File: config.mk
export PLATFORM = sky130hd
export DESIGN_NAME = pss_cmp
export DESIGN_NICKNAME = d
export VERILOG_FILES = /design/src/rtl/pss_pkg.sv /design/src/rtl/pss_cmp.sv
export SDC_FILE = /design/constraint.sdc
export NUM_CORES = 1
export LEC_CHECK = 0
export BUFFER_PORTS_ARGS = -buffer_cell sky130_fd_sc_hd__buf_4
export CORE_MARGIN = 2
export CORE_UTILIZATION = 60
export DETAILED_ROUTE_END_ITERATION = 7
export PLACE_DENSITY_LB_ADDON = 0.12
export SYNTH_ARGS = -nofsm -noshare
export SYNTH_HDL_FRONTEND = slang
export SYNTH_SLANG_ARGS = --single-unit
File: constraint.sdc
create_clock -name vclk -period 8.76
set_input_delay 0.438 -clock vclk [all_inputs]
set_output_delay 0.438 -clock vclk [all_outputs]
set_load 0.02 [all_outputs]
File: src/rtl/pss_pkg.sv
`timescale 1ns / 1ps
// ----------------------------------------------------------------------------
// pss_pkg
// types and constants shared by the pair sum search block
// ----------------------------------------------------------------------------
package pss_pkg;

  localparam int IDX_W = 10;

  typedef struct packed {
    logic signed [31:0] value;
    logic               last;
  } pss_in_t;

  typedef struct packed {
    logic [1:0]       status;
    logic [IDX_W-1:0] first_index;
    logic [IDX_W-1:0] second_index;
  } pss_out_t;

  localparam logic [1:0] ST_FOUND    = 2'd0;
  localparam logic [1:0] ST_NONE     = 2'd1;
  localparam logic [1:0] ST_OVERFLOW = 2'd2;

  typedef enum logic [3:0] {
    S_LOAD,
    S_PASS,
    S_MRD,
    S_MCMP,
    S_COPY_RD,
    S_COPY_WR,
    S_WALK_RD,
    S_WALK_CMP,
    S_DONE
  } pss_state_t;

  // compare unit result
  typedef struct packed {
    logic lt;
    logic eq;
  } pss_cmp_t;

endpackage

File: src/rtl/pss_cmp.sv
`timescale 1ns / 1ps
// ----------------------------------------------------------------------------
// pss_cmp
// shared 33-bit add and signed compare unit
// ----------------------------------------------------------------------------
module pss_cmp import pss_pkg::*; (
  input  logic signed [31:0] a,
  input  logic signed [31:0] b,
  input  logic               sum_mode,
  input  logic signed [31:0] goal,
  output pss_cmp_t           res
);
  logic signed [32:0] lhs;
  logic signed [32:0] rhs;

  always_comb begin
    if (sum_mode) begin
      lhs = 33'(a) + 33'(b);
      rhs = 33'(goal);
    end else begin
      lhs = 33'(a);
      rhs = 33'(b);
    end
    res.lt = lhs < rhs;
    res.eq = lhs == rhs;
  end
endmodule

# --- Word level (Yosys, flattened, before mapping) ---
# Index checks and enable logic that the tools add are counted.
word_totals:
  register_bits: 0
  out_inout_bits: 2
  elab_cells: 5
classes:
  add_sub_neg: 1
  magnitude_cmp: 1
  n_eq_ne: 1
  mux: 2
op_table:
  columns: ["cell", "n"]
  rows:
  - ["2-to-1 mux 33 bit", 2]
  - ["adder 32 x 32 -> 33 bit", 1]
  - ["equality test 33 bit", 1]
  - ["< comparator 33 bit", 1]

# --- Longest topological paths before layout ---
# Gate-level depths: netlist (run 1).
depth:
  ltp_word: 3
  ltp_mapped: 17
  ltp_nobuf: 17

# --- Worst setup path after synthesis (run 1) ---
# OpenSTA, ideal clock, no wires.
synth_path:
  path_type: "in2out"
  start: "input a[0]"
  end: "output res[1] (netlist name)"
  arrival_ns: 3.981
  required_ns: 8.322
  slack_ns: 4.341
  stages: 17
  n_path_buf: 0
  cell_sequence: "ha_1 > fa_1 > a211oi_2 > o211ai_2 > a21oi_2 > nor2_2 > a21boi_0 > xnor2_1 > mux2_2 > ha_1 > and2_1 > nand4_1 > or3_1 > o21ai_0 > a41oi_1 > o21ai_0 > mux2i_1"
synth_rtl:
  columns: ["element", "line", "rtl"]
  rows:
  - ["from (decl)", "pss_cmp.sv:7", "input logic signed [31:0] a,"]
  - ["to (decl)", "pss_cmp.sv:11", "output pss_cmp_t res"]

==> results of run 1 <==
[layout make-up]
type / instances / area, um2 / share of cell area (%)
inverters: 13 / 48.8 / 1.20
well taps: 72 / 90.1 / 2.22
multi-input cells: 392 / 3160 / 78.0
repair buffers: 100 / 751 / 18.5
[metal layers]
layer,up-vias,routed length (um)
met5,-,0
met4,0,258
met3,26,469
met2,154,4770
met1,1708,3970
li1,1805,-
[synth_stat cells, types with 5 or more instances]
master / count / area share (%)
sky130_fd_sc_hd__nand3_1: 12 / 1.8
sky130_fd_sc_hd__o211ai_1: 5 / 1.1
sky130_fd_sc_hd__nand2_1: 26 / 3.0
sky130_fd_sc_hd__clkbuf_1: 12 / 1.4
sky130_fd_sc_hd__o21ai_0: 13 / 2.0
sky130_fd_sc_hd__o21ai_1: 5 / 0.76
sky130_fd_sc_hd__nand4_1: 14 / 2.7
sky130_fd_sc_hd__a21o_1: 22 / 5.0
sky130_fd_sc_hd__or3_1: 5 / 0.95
sky130_fd_sc_hd__a21oi_1: 42 / 6.4
sky130_fd_sc_hd__xnor2_1: 18 / 4.8
sky130_fd_sc_hd__mux2i_1: 34 / 10
sky130_fd_sc_hd__nor3_1: 9 / 1.4
sky130_fd_sc_hd__ha_1: 65 / 25
sky130_fd_sc_hd__o21bai_1: 6 / 1.4
sky130_fd_sc_hd__mux2_2: 23 / 7.8
sky130_fd_sc_hd__inv_1: 13 / 1.5
sky130_fd_sc_hd__nor2_1: 20 / 2.3
[cells by family (layout without fill, tap and decap cells)]
| kind of cell | Yosys count | in the layout | share of synthesized area, % |
|---|---|---|---|
| AO/OA/AOI/OAI | 137 | 137 | 29.5 |
| XOR/XNOR | 22 | 22 | 5.83 |
| adder cells (fa/ha/maj) | 66 | 66 | 25.2 |
| buffers and inverters | 33 | 113 | 4.32 |
| multiplexers | 57 | 57 | 18.1 |
| AND/OR/NAND/NOR | 110 | 110 | 17.0 |
[worst min-delay path, cell delays in order]
cell	delay [ps]
sky130_fd_sc_hd__buf_4	80
sky130_fd_sc_hd__mux2_2	140
sky130_fd_sc_hd__ha_1	110
sky130_fd_sc_hd__and3_1	130
sky130_fd_sc_hd__buf_4	140
[final timing paths]
kind / cells past startpoint / slack [ps] / to / from
worst min-delay path: 5 / 1470 / res[0] / goal[0]
worst max-delay path: 19 / 3810 / res[1] / a[0]
[report_power, final]
group / switching (mW) / total [mW] / internal (mW)
combinational: 0.158 / 0.305 / 0.147
clock: 0 / 0 / 0
sequential: 0 / 0 / 0
==> reports/qor.yml, run 1 <==
critical_path:
  critical_path_class: "primary input to output pin"
  critical_path_buf_inv_count: 2
  worstSetupEndpointType: "output pin"
  cp_data_required_time_ps: 8320
  crit_chain: "buf_4, ha_1, fa_1, a211oi_2, o211ai_2, a21oi_2, nor2_2, a21boi_0, xnor2_1, mux2_2, ha_1, and2_1, nand4_1, or3_1, nor3_1, a211oi_1, o21ai_0, mux2i_1, buf_4"
  critPathTopFamily: "compound AO/OA/AOI/OAI gates"
  critical-path-slowest-cell: "sky130_fd_sc_hd__fa_1"
  worstPathMaxFanout: 4
  timing.critical_path.slowest_cell_delay_ps: 430
  critical_path.startpoint_type: "primary input"
  worst-endpoint-arrival_ps: 4510
route:
  firstDrtPassIters: 5
  via_per_inst: 6.40
  drc: 0
  drt-initial-drc-count: 234
  detail_route.wirelength_um: 9470
  wl_per_cell_um: 16.4
  num_vias: 3693
  final_antenna_net_count: 0
final_layout:
  final_area_mm2: 0.00405
  diodes: 0
  number_of_standard_cells_in_the_final_layout_excluding_fillers: 577
  most-common-layout-cells: "sky130_fd_sc_hd__buf_4, sky130_fd_sc_hd__ha_1, sky130_fd_sc_hd__a21oi_1"
  final_nets: 670
  seq_cells: 0
  postLayoutCoreUtil_pct: 75.0
  n_fill_cell: 438
  synthToLayoutAreaGrowth_pct: 22.6
  final_common_cell: "sky130_fd_sc_hd__buf_4"
  final_layout_size_suffix_gt1_share_pct: 28.9
  clkbuf_count: 0
  seq_area_um2: 0
die:
  fp-row-count: 27
  floorplan.initialDensity_pct: 61.1
  io-pin-count: 99
  die_width_um: 78.2
  core_region_area_mm2: 0.00541
  die_y_um: 78.2
  die_area_mm2: 0.00612
timing:
  timing.final.max_slew_violations: 0
  setup_ws_ps: 3810
  grt_setup_unrepaired: "no"
  slew-limit-headroom_pct: 37.1
  setup_violations: 0
  final_period_utilization_pct: 56.5
  timing.final.hold_violations: 0
  timing_worst_slew_pin_value_ps: 944
  final.hold.worst_slack_ps: 1470
  max_freq_ghz: 0.202
  timing.final.crit_period_ps: 4950
  setup_tns_ps: 0
synthesis:
  synth_fp_nets: 588
  synth_cell_types: 66
  synth_area_mm2: 0.00330
  synth_warnings: 0
  syn-mean-instance-area_um2: 7.78
  synth-seq-area-share_pct: 0
  synthesis.instances: 425
grt:
  met2_usage_pct: 56.3
  globalRoute.totalOverflow: 0
  globalRouteMet3Util_pct: 1.49
  global_route.peak_usage_layer: "met2"
  initial_antenna_violation_count: 0
  global_route_met1_utilization_pct: 38.6
  grt_use_total_pct: 30.5
  global_route_wire_length_before_repair_um: 15900
  grt_pass1_vias: 3585
  grt_start_max_net_pins: 70
place:
  dp_area_mm2: 0.00405
  place.detailed.instances: 577
  portBuffers: 99
  detailedPlace.worstSlack_ps: 3880
  finalWeightedCongestion: 0.936
  dp_hpwl_um: 7920
power_and_ir_drop:
  totalPowerFinal_mw: 0.305
  ir_worst_vdd_uv: 48.8
  static-leakage-power_nw: 1.98
  power_density_mw_per_mm2: 75.3
clock_tree:
  post_cts_resized: 0
  cts_hold_buffers: 0
  cts_setup_buffers: 0
status:
  outcome: "finished, final reports clean"
flow_run:
  timing.max_cap.violations: 0
worst_hold_path:
  min_delay_worst_type: "primary input to output pin"
Power figures use the tool's default switching activity.
==> run 2, diff against run 1 <==
Settings changed: CORE_UTILIZATION 60 to 50.
Clock period 8.76 ns to 4.1 ns, I/O delays scaled along.
==> run 2 against run 1 <==
Via count fell by 2.4%; cell count rose by 5.9%; combinational power rose by 130%; sequential share of layout area did not move; highest routed layer unchanged; power rose by 130%; sequential cell count did not move; global-route usage fell by 5.6 points.
==> reports/qor.yml, run 2 (same netlist as run 1, synthesis figures left out) <==
flow_run:
  timing.max_cap.violations: 0  # unchanged
timing:
  setup_tns_ps: 0  # unchanged
  slew-limit-headroom_pct: 61.5  # was 37.1%
  timing.final.max_slew_violations: 0  # unchanged
  grt_setup_unrepaired: "yes"  # was no
  timing_worst_slew_pin_value_ps: 563  # was 944 ps
  setup_violations: 0  # unchanged
  timing.final.hold_violations: 0  # unchanged
  final_period_utilization_pct: 98.3
  max_freq_ghz: 0.248
  timing.final.crit_period_ps: 4030
grt:
  globalRoute.totalOverflow: 0  # unchanged
  initial_antenna_violation_count: 0  # unchanged
  grt_use_total_pct: 24.9  # was 30.5%
  grt_pass1_vias: 3653  # was 3585
  global_route_wire_length_before_repair_um: 15700  # was 15900 um
  grt_start_max_net_pins: 32  # was 70
die:
  floorplan.initialDensity_pct: 51.7  # was 61.1%
  fp-row-count: 29  # was 27
  io-pin-count: 99  # unchanged
  die_width_um: 85.3  # was 78.2 um
  die_area_mm2: 0.00728  # was 0.00612 mm2
  core_region_area_mm2: 0.00639  # was 0.00541 mm2
  die_y_um: 85.3  # was 78.2 um
place:
  finalWeightedCongestion: 0.914  # was 0.936
  dp_hpwl_um: 7870  # was 7920 um
  portBuffers: 99  # unchanged
final_layout:
  most-common-layout-cells: "sky130_fd_sc_hd__buf_4, sky130_fd_sc_hd__ha_1, sky130_fd_sc_hd__a21oi_1"  # unchanged
  synthToLayoutAreaGrowth_pct: 32.9  # was 22.6%
  diodes: 0  # unchanged
  final_nets: 699  # was 670
  postLayoutCoreUtil_pct: 68.8  # was 75.0%
  total_area_of_multi_input_combinational_cells_mm2: 0.00327  # was 0.00316 mm2
  seq_cells: 0  # unchanged
  clkbuf_count: 0  # unchanged
  seq_area_um2: 0  # unchanged
  n_fill_cell: 557  # was 438
  final_layout_size_suffix_gt1_share_pct: 35.0  # was 28.9%
  final_common_cell: "sky130_fd_sc_hd__buf_4"  # unchanged
route:
  detail_route.wirelength_um: 9210  # was 9470 um
  final_antenna_net_count: 0  # unchanged
  drt-initial-drc-count: 128  # was 234
  num_vias: 3606  # was 3693
  firstDrtPassIters: 4  # was 5
  drc: 0  # unchanged
  wl_per_cell_um: 15.1  # was 16.4 um
  via_per_inst: 5.90  # was 6.40
power_and_ir_drop:
  static-leakage-power_nw: 2.17  # was 1.98 nW
  power_density_mw_per_mm2: 160  # was 75.3 mW/mm2
  ir_worst_vdd_uv: 110  # was 48.8 uV
critical_path:
  critical-path-slowest-cell: "sky130_fd_sc_hd__or3_4"  # was sky130_fd_sc_hd__fa_1
  cp_data_required_time_ps: 3890  # was 8320 ps
  critical_path_class: "primary input to output pin"  # unchanged
  crit_chain: "buf_8, ha_4, fa_2, a211oi_2, o211ai_2, a21oi_2, o31ai_2, a221oi_2, xnor2_1, mux2_4, ha_4, nand4_1, or3_4, nor3_4, a211oi_2, o21ai_1, mux2i_1, buf_4"  # was buf_4, ha_1, fa_1, a211oi_2, o211ai_2, a21oi_2, nor2_2, a21boi_0, xnor2_1, mux2_2, ha_1, and2_1, nand4_1, or3_1, nor3_1, a211oi_1, o21ai_0, mux2i_1, buf_4
  worstPathMaxFanout: 3  # was 4
  critPathTopFamily: "compound AO/OA/AOI/OAI gates"  # unchanged
  worst-endpoint-arrival_ps: 3830  # was 4510 ps
  critical_path_buf_inv_count: 2  # unchanged
  critical_path.startpoint_type: "primary input"  # unchanged
  worstSetupEndpointType: "output pin"  # unchanged
  timing.critical_path.slowest_cell_delay_ps: 440  # was 430 ps
worst_hold_path:
  min_delay_worst_type: "primary input to output pin"  # unchanged
status:
  outcome: "finished, final reports clean"  # unchanged
clock_tree:
  cts_hold_buffers: 0  # unchanged
run 2: cell types whose count changed in the layout (fill, tap and decap cells not counted), moves of 2 or more:
cell and change:
sky130_fd_sc_hd__o21ai_1 +2, sky130_fd_sc_hd__ha_4 +3, sky130_fd_sc_hd__ha_1 -3, sky130_fd_sc_hd__mux2_2 -2, sky130_fd_sc_hd__o21ai_0 -2, sky130_fd_sc_hd__mux2_4 +2
sky130_fd_sc_hd__buf_4 +27
run 2: routing by layer:
layer  global-route usage (%)  vias up  part of all wire [%]
met2                     46.2       89                    49
met4                     3.46        0                   1.4
met1                     32.6     1635                    46
li1                         -     1869                     -
met3                    0.681       13                   3.8
met5                        0        -                     0
run 2: what timing repair did:
item,CTS,global route
setup buffers,2,1
setup endpoints to repair,2,1
resized for setup,16,7
pin swaps,16,14
hold endpoints to repair,0,0
run 2: area by class of cell:
class | count | share of cell area, %
Inverter | 13 | 1.11
Multi-Input combinational cell | 392 | 74.4
Tap cell | 77 | 2.19
Timing Repair Buffer | 129 | 22.3
run 2: power breakdown:
part / switching [mW] / total (mW) / internal (mW)
clock network: 0 / 0 / 0
registers: 0 / 0 / 0
logic: 0.346 / 0.704 / 0.358
total: 0.346 / 0.704 / 0.358
run 2: path summary, 6_finish.rpt:
path                     end    start  cells after the start  slack, ps
worst max-delay path  res[1]     a[0]                     18         70
worst min-delay path  res[0]  goal[0]                      5       1000
run 2: stage by stage:
stage          hold slack, ps  power [mW]  instance area, um2  cells  setup slack, ps
4_1_cts                  1000       0.695                4360    610            0.768
2_1_floorplan             861       0.450                3300    425              147
6_report                  999       0.704                4390    611             68.5
3_5_place_dp             1000       0.672                4250    608             -200
5_1_grt                  1040       0.785                4390    611            -93.4
3_3_place_gp              990       0.661                4250    608             -136
